<file path="src/rfc_pkg.sv">
// Shared types and constants of the reply frame checker.
package rfc_pkg;

  localparam int unsigned POS_W = 17;

  typedef logic [7:0]       byte_t;
  typedef logic [POS_W-1:0] pos_t;
  typedef logic [2:0]       verdict_t;

  localparam verdict_t VERDICT_BUSY      = 3'd0;
  localparam verdict_t VERDICT_OK        = 3'd1;
  localparam verdict_t VERDICT_BAD_SYNC  = 3'd2;
  localparam verdict_t VERDICT_CHECKSUM  = 3'd3;
  localparam verdict_t VERDICT_TOO_SHORT = 3'd4;

  localparam byte_t SYNC_RESET = 8'h7E;
  localparam byte_t XOR_INIT   = 8'hFF;
  localparam pos_t  STATUS_POS = 17'd5;
  localparam pos_t  MIN_TOTAL  = 17'd6;
  localparam pos_t  FIRST_SUM  = 17'd4;

  localparam int unsigned ADDR_W = 3;
  localparam int unsigned DATA_W = 32;

endpackage

</file>
<file path="src/rfc_if.sv">
// Stream interfaces for received bytes and per-byte check results.
interface rfc_rx_if;
  logic          valid;
  logic          ready;
  rfc_pkg::byte_t rx_byte;

  modport source (output valid, output rx_byte, input ready);
  modport sink   (input valid, input rx_byte, output ready);
endinterface

interface rfc_res_if;
  logic              valid;
  logic              ready;
  rfc_pkg::byte_t    data_byte;
  rfc_pkg::pos_t     byte_position;
  logic              frame_end;
  rfc_pkg::verdict_t verdict;
  rfc_pkg::byte_t    status_code;

  modport source (output valid, output data_byte, output byte_position, output frame_end,
                  output verdict, output status_code, input ready);
  modport sink   (input valid, input data_byte, input byte_position, input frame_end,
                  input verdict, input status_code, output ready);
endinterface

</file>
<file path="src/rfc_core.sv">
// Frame state, per-byte checks and the result register.
module rfc_core (
  input  logic           clk,
  input  logic           rst,
  input  rfc_pkg::byte_t sync_byte,
  rfc_rx_if.sink         rx,
  rfc_res_if.source      res
);
  import rfc_pkg::*;

  logic     in_frame, in_frame_next;
  pos_t     position, position_next;
  pos_t     frame_total, frame_total_next;
  byte_t    running_xor, running_xor_next;
  byte_t    running_sum, running_sum_next;
  logic     xor_matched, xor_matched_next;
  byte_t    status_hold, status_hold_next;

  pos_t     res_pos;
  logic     res_end;
  verdict_t res_verdict;
  byte_t    res_status;

  logic     out_valid;
  byte_t    out_data;
  pos_t     out_pos;
  logic     out_end;
  verdict_t out_verdict;
  byte_t    out_status;

  logic          accept;
  logic [POS_W:0] pos_ext, pos_p1, pos_p2, pos_p3, total_ext, total_raw;
  logic          in_window;
  byte_t         want_sum;

  assign rx.ready = !out_valid || res.ready;
  assign accept   = rx.valid && rx.ready;

  assign pos_ext   = {1'b0, position};
  assign total_ext = {1'b0, frame_total};
  assign pos_p1    = pos_ext + 18'd1;
  assign pos_p2    = pos_ext + 18'd2;
  assign pos_p3    = pos_ext + 18'd3;
  assign total_raw = {1'b0, frame_total | {9'd0, rx.rx_byte}} + 18'd2;
  assign in_window = (position >= FIRST_SUM) && (pos_p3 <= total_ext);
  assign want_sum  = running_sum + running_xor;

  always_comb begin
    in_frame_next    = in_frame;
    position_next    = position;
    frame_total_next = frame_total;
    running_xor_next = running_xor;
    running_sum_next = running_sum;
    xor_matched_next = xor_matched;
    status_hold_next = status_hold;
    res_pos          = '0;
    res_end          = 1'b0;
    res_verdict      = VERDICT_BUSY;
    res_status       = '0;

    if (!in_frame) begin
      if (rx.rx_byte == sync_byte) begin
        in_frame_next    = 1'b1;
        position_next    = 17'd1;
        frame_total_next = '0;
        running_xor_next = XOR_INIT;
        running_sum_next = '0;
        xor_matched_next = 1'b0;
        status_hold_next = '0;
      end else begin
        res_end     = 1'b1;
        res_verdict = VERDICT_BAD_SYNC;
      end
    end else begin
      res_pos = position;
      if (position == 17'd1) begin
        frame_total_next = {1'b0, rx.rx_byte, 8'd0};
      end else if (position == 17'd2) begin
        frame_total_next = total_raw[POS_W-1:0];
        if (total_raw[POS_W-1:0] < MIN_TOTAL) begin
          res_end     = 1'b1;
          res_verdict = VERDICT_TOO_SHORT;
        end
      end else begin
        if (position == STATUS_POS) begin
          status_hold_next = rx.rx_byte;
        end
        if (in_window) begin
          running_xor_next = running_xor ^ rx.rx_byte;
          running_sum_next = running_sum + rx.rx_byte;
        end else if (pos_p2 == total_ext) begin
          xor_matched_next = (rx.rx_byte == running_xor);
        end else if (pos_p1 == total_ext) begin
          res_end     = 1'b1;
          res_verdict = (xor_matched && (rx.rx_byte == want_sum)) ?
                        VERDICT_OK : VERDICT_CHECKSUM;
          res_status  = status_hold_next;
        end
      end
      if (res_end) begin
        in_frame_next    = 1'b0;
        position_next    = '0;
        frame_total_next = '0;
        running_xor_next = XOR_INIT;
        running_sum_next = '0;
        xor_matched_next = 1'b0;
        status_hold_next = '0;
      end else begin
        position_next = pos_p1[POS_W-1:0];
      end
    end
  end

  always_ff @(posedge clk) begin
    if (rst) begin
      in_frame    <= 1'b0;
      position    <= '0;
      frame_total <= '0;
      running_xor <= XOR_INIT;
      running_sum <= '0;
      xor_matched <= 1'b0;
      status_hold <= '0;
    end else if (accept) begin
      in_frame    <= in_frame_next;
      position    <= position_next;
      frame_total <= frame_total_next;
      running_xor <= running_xor_next;
      running_sum <= running_sum_next;
      xor_matched <= xor_matched_next;
      status_hold <= status_hold_next;
    end
  end

  always_ff @(posedge clk) begin
    if (rst) begin
      out_valid <= 1'b0;
    end else if (accept) begin
      out_valid <= 1'b1;
    end else if (res.ready) begin
      out_valid <= 1'b0;
    end
  end

  always_ff @(posedge clk) begin
    if (accept) begin
      out_data    <= rx.rx_byte;
      out_pos     <= res_pos;
      out_end     <= res_end;
      out_verdict <= res_verdict;
      out_status  <= res_status;
    end
  end

  assign res.valid         = out_valid;
  assign res.data_byte     = out_data;
  assign res.byte_position = out_pos;
  assign res.frame_end     = out_end;
  assign res.verdict       = out_verdict;
  assign res.status_code   = out_status;

endmodule

</file>
<file path="src/flat_wrapper.sv">
// flat-port wrapper written by rule: the top's interface ports become plain ports
module rfc_core_flat import rfc_pkg::*;
  (clk, rst, sync_byte, rx_valid, rx_rx_byte, rx_ready, res_valid, res_data_byte, res_byte_position, res_frame_end, res_verdict, res_status_code, res_ready);
  rfc_rx_if rx_i ();
  rfc_res_if res_i ();
  input  logic clk;
  input  logic rst;
  input  rfc_pkg::byte_t sync_byte;
  input wire logic [$bits(rx_i.valid)-1:0] rx_valid;
  input wire logic [$bits(rx_i.rx_byte)-1:0] rx_rx_byte;
  output wire logic [$bits(rx_i.ready)-1:0] rx_ready;
  output wire logic [$bits(res_i.valid)-1:0] res_valid;
  output wire logic [$bits(res_i.data_byte)-1:0] res_data_byte;
  output wire logic [$bits(res_i.byte_position)-1:0] res_byte_position;
  output wire logic [$bits(res_i.frame_end)-1:0] res_frame_end;
  output wire logic [$bits(res_i.verdict)-1:0] res_verdict;
  output wire logic [$bits(res_i.status_code)-1:0] res_status_code;
  input wire logic [$bits(res_i.ready)-1:0] res_ready;
  assign rx_i.valid = rx_valid;
  assign rx_i.rx_byte = rx_rx_byte;
  assign rx_ready = rx_i.ready;
  assign res_valid = res_i.valid;
  assign res_data_byte = res_i.data_byte;
  assign res_byte_position = res_i.byte_position;
  assign res_frame_end = res_i.frame_end;
  assign res_verdict = res_i.verdict;
  assign res_status_code = res_i.status_code;
  assign res_i.ready = res_ready;
  rfc_core u_core (.clk(clk), .rst(rst), .sync_byte(sync_byte), .rx(rx_i), .res(res_i));
endmodule
</file>
<file path="config.mk">
export PLATFORM = sky130hd
export DESIGN_NAME = rfc_core_flat
export DESIGN_NICKNAME = d
export VERILOG_FILES = /design/src/rfc_pkg.sv /design/src/rfc_if.sv /design/src/rfc_core.sv /design/src/flat_wrapper.sv
export SDC_FILE = /design/constraint.sdc
export NUM_CORES = 1
export LEC_CHECK = 0
export BUFFER_PORTS_ARGS = -buffer_cell sky130_fd_sc_hd__buf_2
export CORE_MARGIN = 4
export CORE_UTILIZATION = 40
export CTS_CLUSTER_SIZE = 12
export DETAILED_ROUTE_END_ITERATION = 8
export GPL_TIMING_DRIVEN = 0
export PLACE_DENSITY_LB_ADDON = 0.08
export SLEW_MARGIN = 5
export SYNTH_ARGS = -nofsm -noshare
export SYNTH_HDL_FRONTEND = slang
export SYNTH_SLANG_ARGS = --single-unit
export TNS_END_PERCENT = 20
</file>
<file path="constraint.sdc">
create_clock -name clk -period 5.2 [get_ports clk]
set_input_delay 0.26 -clock clk [delete_from_list [all_inputs] [get_ports clk]]
set_output_delay 0.26 -clock clk [all_outputs]
set_load 0.05 [all_outputs]
</file>
==> flow_summary.ini <==
[logic_synthesis]
synthFlopType = dfxtp_1
ys_seq_elements = 98
yosys.area.top_type = dfxtp_1
synth_area_per_cell_um2 = 8.69
syn-num-nets = 877
synthArstFlopShare_pct = 0
synth_area_leaders = dfxtp_1 17%, edfxtp_1 16%, xnor2_1 7.4%
synth_top_area_share_pct = 17.2
syn-cell-area_um2 = 7080
ys_seq_area_share_pct = 32.9
synth_cells = 815
yosys_warnings = 0
ys_types = 69
synth_edf_count = 37

[critical_path]
critical_path.cell_chain = ha_1 -> buf_2 -> a21oi_1 -> nor2_1 -> and3_1 -> and3_1 -> nand2_1 -> xnor2_1 -> ha_1 -> nand4_1 -> nor3_1 -> a21oi_1 -> a221oi_1 -> nor2_2 -> nor4_4 -> o21ai_2 -> buf_2 -> o31ai_1 -> a21oi_1
end_kind = register
crit_fanout = 10
worst_ep_arrival_time_ns = 5.05
required_ns = 5.42
cp-start-kind = register
r2r_slack_ns = 0.37
slowest_delay_ns = 0.48
slowest_stage = dfxtp_1
crit_top_cell = a21oi_1
criticalPathCategory = reg -> reg

[timing]
worst_pin_slew_ns = 0.824
setup_viol = 0
slew_headroom_pct = 44.9
fmax_ghz = 0.207
rsz0062_at_grt = false
finalHoldViolCount = 0
period_needed_ns = 4.83
fin_setup_tns_ns = 0
skew_ns = 0.00947
finalCritPeriodShare_pct = 93.0
final-max-slew-violation-count = 0

[drt]
drc = 0
drtIter0Drc = 528
via_count = 6520
wirelength_um = 21900
wl_per_cell_um = 19.7
firstDrtPassIters = 7
ant_nets = 0
viasPerCell = 5.85

[grt]
grt_util_met3_pct = 2.68
grt.busiest_layer = met2
grt.met2_usage_pct = 35.5
grt_max_degree = 23
grtUsageTotal_pct = 22.1
grt_pass1_vias = 6134
met1_usage_pct = 31.6
grt_pass1_wl_um = 34500
grt-ovfl-total = 0
antenna_found_initial = 0

[cts]
cts_tree = done
cts_root_buf = clkbuf_16
clk_pin_slew_ns = 0.08
insertion_delay_ns = 0.36
clock_path_buffers = 2
cts_made_buffers = 9
postCtsSetupBuffers = 0
htree_levels = 3
postCtsHoldBufs = 0
cts_sinks = 98

[final_layout]
final_nets = 946
fin_area_um2 = 8010
insertedDiodeCount = 0
area_growth_pct = 13.1
drive_above_1_share_pct = 14.3

[die]
die_h_um = 141
rows = 48
io_pins = 59
coreArea_um2 = 17300
start_util_pct = 40.9
die_area_um2 = 19900
fp.dieW_um = 141

[power]
p_leak_nw = 3.13
p_per_area_nw_per_um2 = 213
ir_drop_v = 0.000151

[run]
cap_violations = 0

[placed_design]
dpl_cell_area_um2 = 7680
port-buffer-count = 57
dp_hpwl_um = 16800
gp_congestion = 0.940

[outcome]
status = finished, final reports clean

[min_path]
hp-class = in -> reg
-- through the flow --
| stage | hold slack (ns) | power, mW | setup slack [ns] | cells | util [%] |
|---|---|---|---|---|---|
| final | 0.100 | 1.71 | 0.366 | 1114 | 46.3 |
| after global placement | 0.440 | 0.990 | 0.144 | 1097 | 44.2 |
| after global routing | 0.0957 | 1.77 | 0.0339 | 1114 | 46.3 |
| after CTS | 0.0910 | 1.73 | 0.0952 | 1114 | 46.2 |
| after detailed placement | 0.443 | 0.995 | 0.109 | 1098 | 44.4 |
| after floorplan | 0.359 | 0.942 | 1.21 | 815 | - |
-- cell families (layout without fill, tap and decap cells) --
family	Yosys count	count (layout)	share of synthesized area [%]
AND/OR/NAND/NOR	297	297	22.3
AO/OA/AOI/OAI	190	190	18.5
flip-flops	98	98	32.9
XOR/XNOR	88	88	10.9
buffers and inverters	81	155	5.05
adder cells (fa/ha/maj)	42	42	7.63
multiplexers	19	19	2.74
-- cell usage in the layout, fill, tap and decap left out, types with 6 or more instances in the layout --
cell type	n
a21o_1	22
a21oi_1	33
a22o_1	12
a2bb2oi_1	7
a31oi_1	9
and2_1	20
and3_1	10
buf_2	70
buf_4	6
clkbuf_1	24
clkbuf_16	9
dfxtp_1	61
edfxtp_1	37
ha_1	40
inv_1	30
mux2i_1	16
nand2_1	59
nand3_1	16
nand4_1	23
nor2_1	75
nor3_1	26
nor4_1	14
o211ai_1	6
o21ai_0	30
o22ai_1	21
or2_2	7
or3_1	6
or4_1	8
xnor2_1	60
xor2_1	28
-- layer usage --
layer  up-vias  routed length (um)
met3        29                1030
met4         0                 350
met2       212               10200
li1       3115                   -
met1      3164               10400
met5         -                   0
-- worst paths after layout --
kind	from	end	cells past startpoint
worst max register to register	u_core.position[1]	u_core.frame_total[6]	19
worst min-delay path	rx_rx_byte[2]	u_core.res.data_byte[2]	1
worst min register to register	u_core.frame_total[0]	u_core.frame_total[0]	2
worst max-delay path	u_core.position[1]	u_core.frame_total[6]	19
-- cell type report --
class | count | area, um2
multi-input cells | 636 | 4400
well taps | 225 | 282
flip-flops and latches | 98 | 2330
clock buffers | 9 | 225
repair buffers | 58 | 313
clock inverters | 7 | 95.1
plain buffers | 50 | 241
inverters | 31 | 116
fillers | 1724 | 9290
-- state kept, by name (all words and copies together) (netlist names), 3 cells and up --
signal / flops
u_core.res.byte_position: 17
u_core.res.data_byte: 8
u_core.res.status_code: 8
u_core.position: 17
u_core.res.verdict: 3
u_core.frame_total: 17
u_core.status_hold: 8
u_core.running_xor: 8
u_core.running_sum: 8
-- synth_stat cells, types with 6 or more instances --
cell type	n
nor2_1	77
dfxtp_1	61
xnor2_1	60
nand2_1	59
ha_1	40
edfxtp_1	37
a21oi_1	34
inv_1	30
o21ai_0	30
xor2_1	28
nor3_1	26
clkbuf_1	24
nand4_1	23
a21o_1	22
and2_1	21
o22ai_1	21
mux2i_1	16
nand3_1	16
nor4_1	14
buf_2	13
a22o_1	12
and3_1	10
a31oi_1	9
or4_1	8
a2bb2oi_1	7
or2_2	7
buf_4	6
o211ai_1	6
or3_1	6
-- worst max-delay path, delay by kind of cell (launching register included) --
family / cells / cell delay, ns
AND/OR/NAND/NOR: 8 / 1.98
XOR/XNOR: 1 / 0.15
flip-flops: 1 / 0.48
adder cells (fa/ha/maj): 2 / 0.49
AO/OA/AOI/OAI: 6 / 1.13
buffers and inverters: 2 / 0.44
-- repair_timing --
action,4_1_cts,5_1_grt
endpoints found under the hold margin,0,0
resized for setup,0,3
setup endpoints to repair,0,29
-- where the power goes --
part           switching [mW]  internal (mW)  total (mW)
registers             0.00311          0.809       0.812
logic                   0.122         0.0425       0.164
clock network           0.344          0.388       0.732
total                   0.468           1.24        1.71
Power figures use the tool's default switching activity.
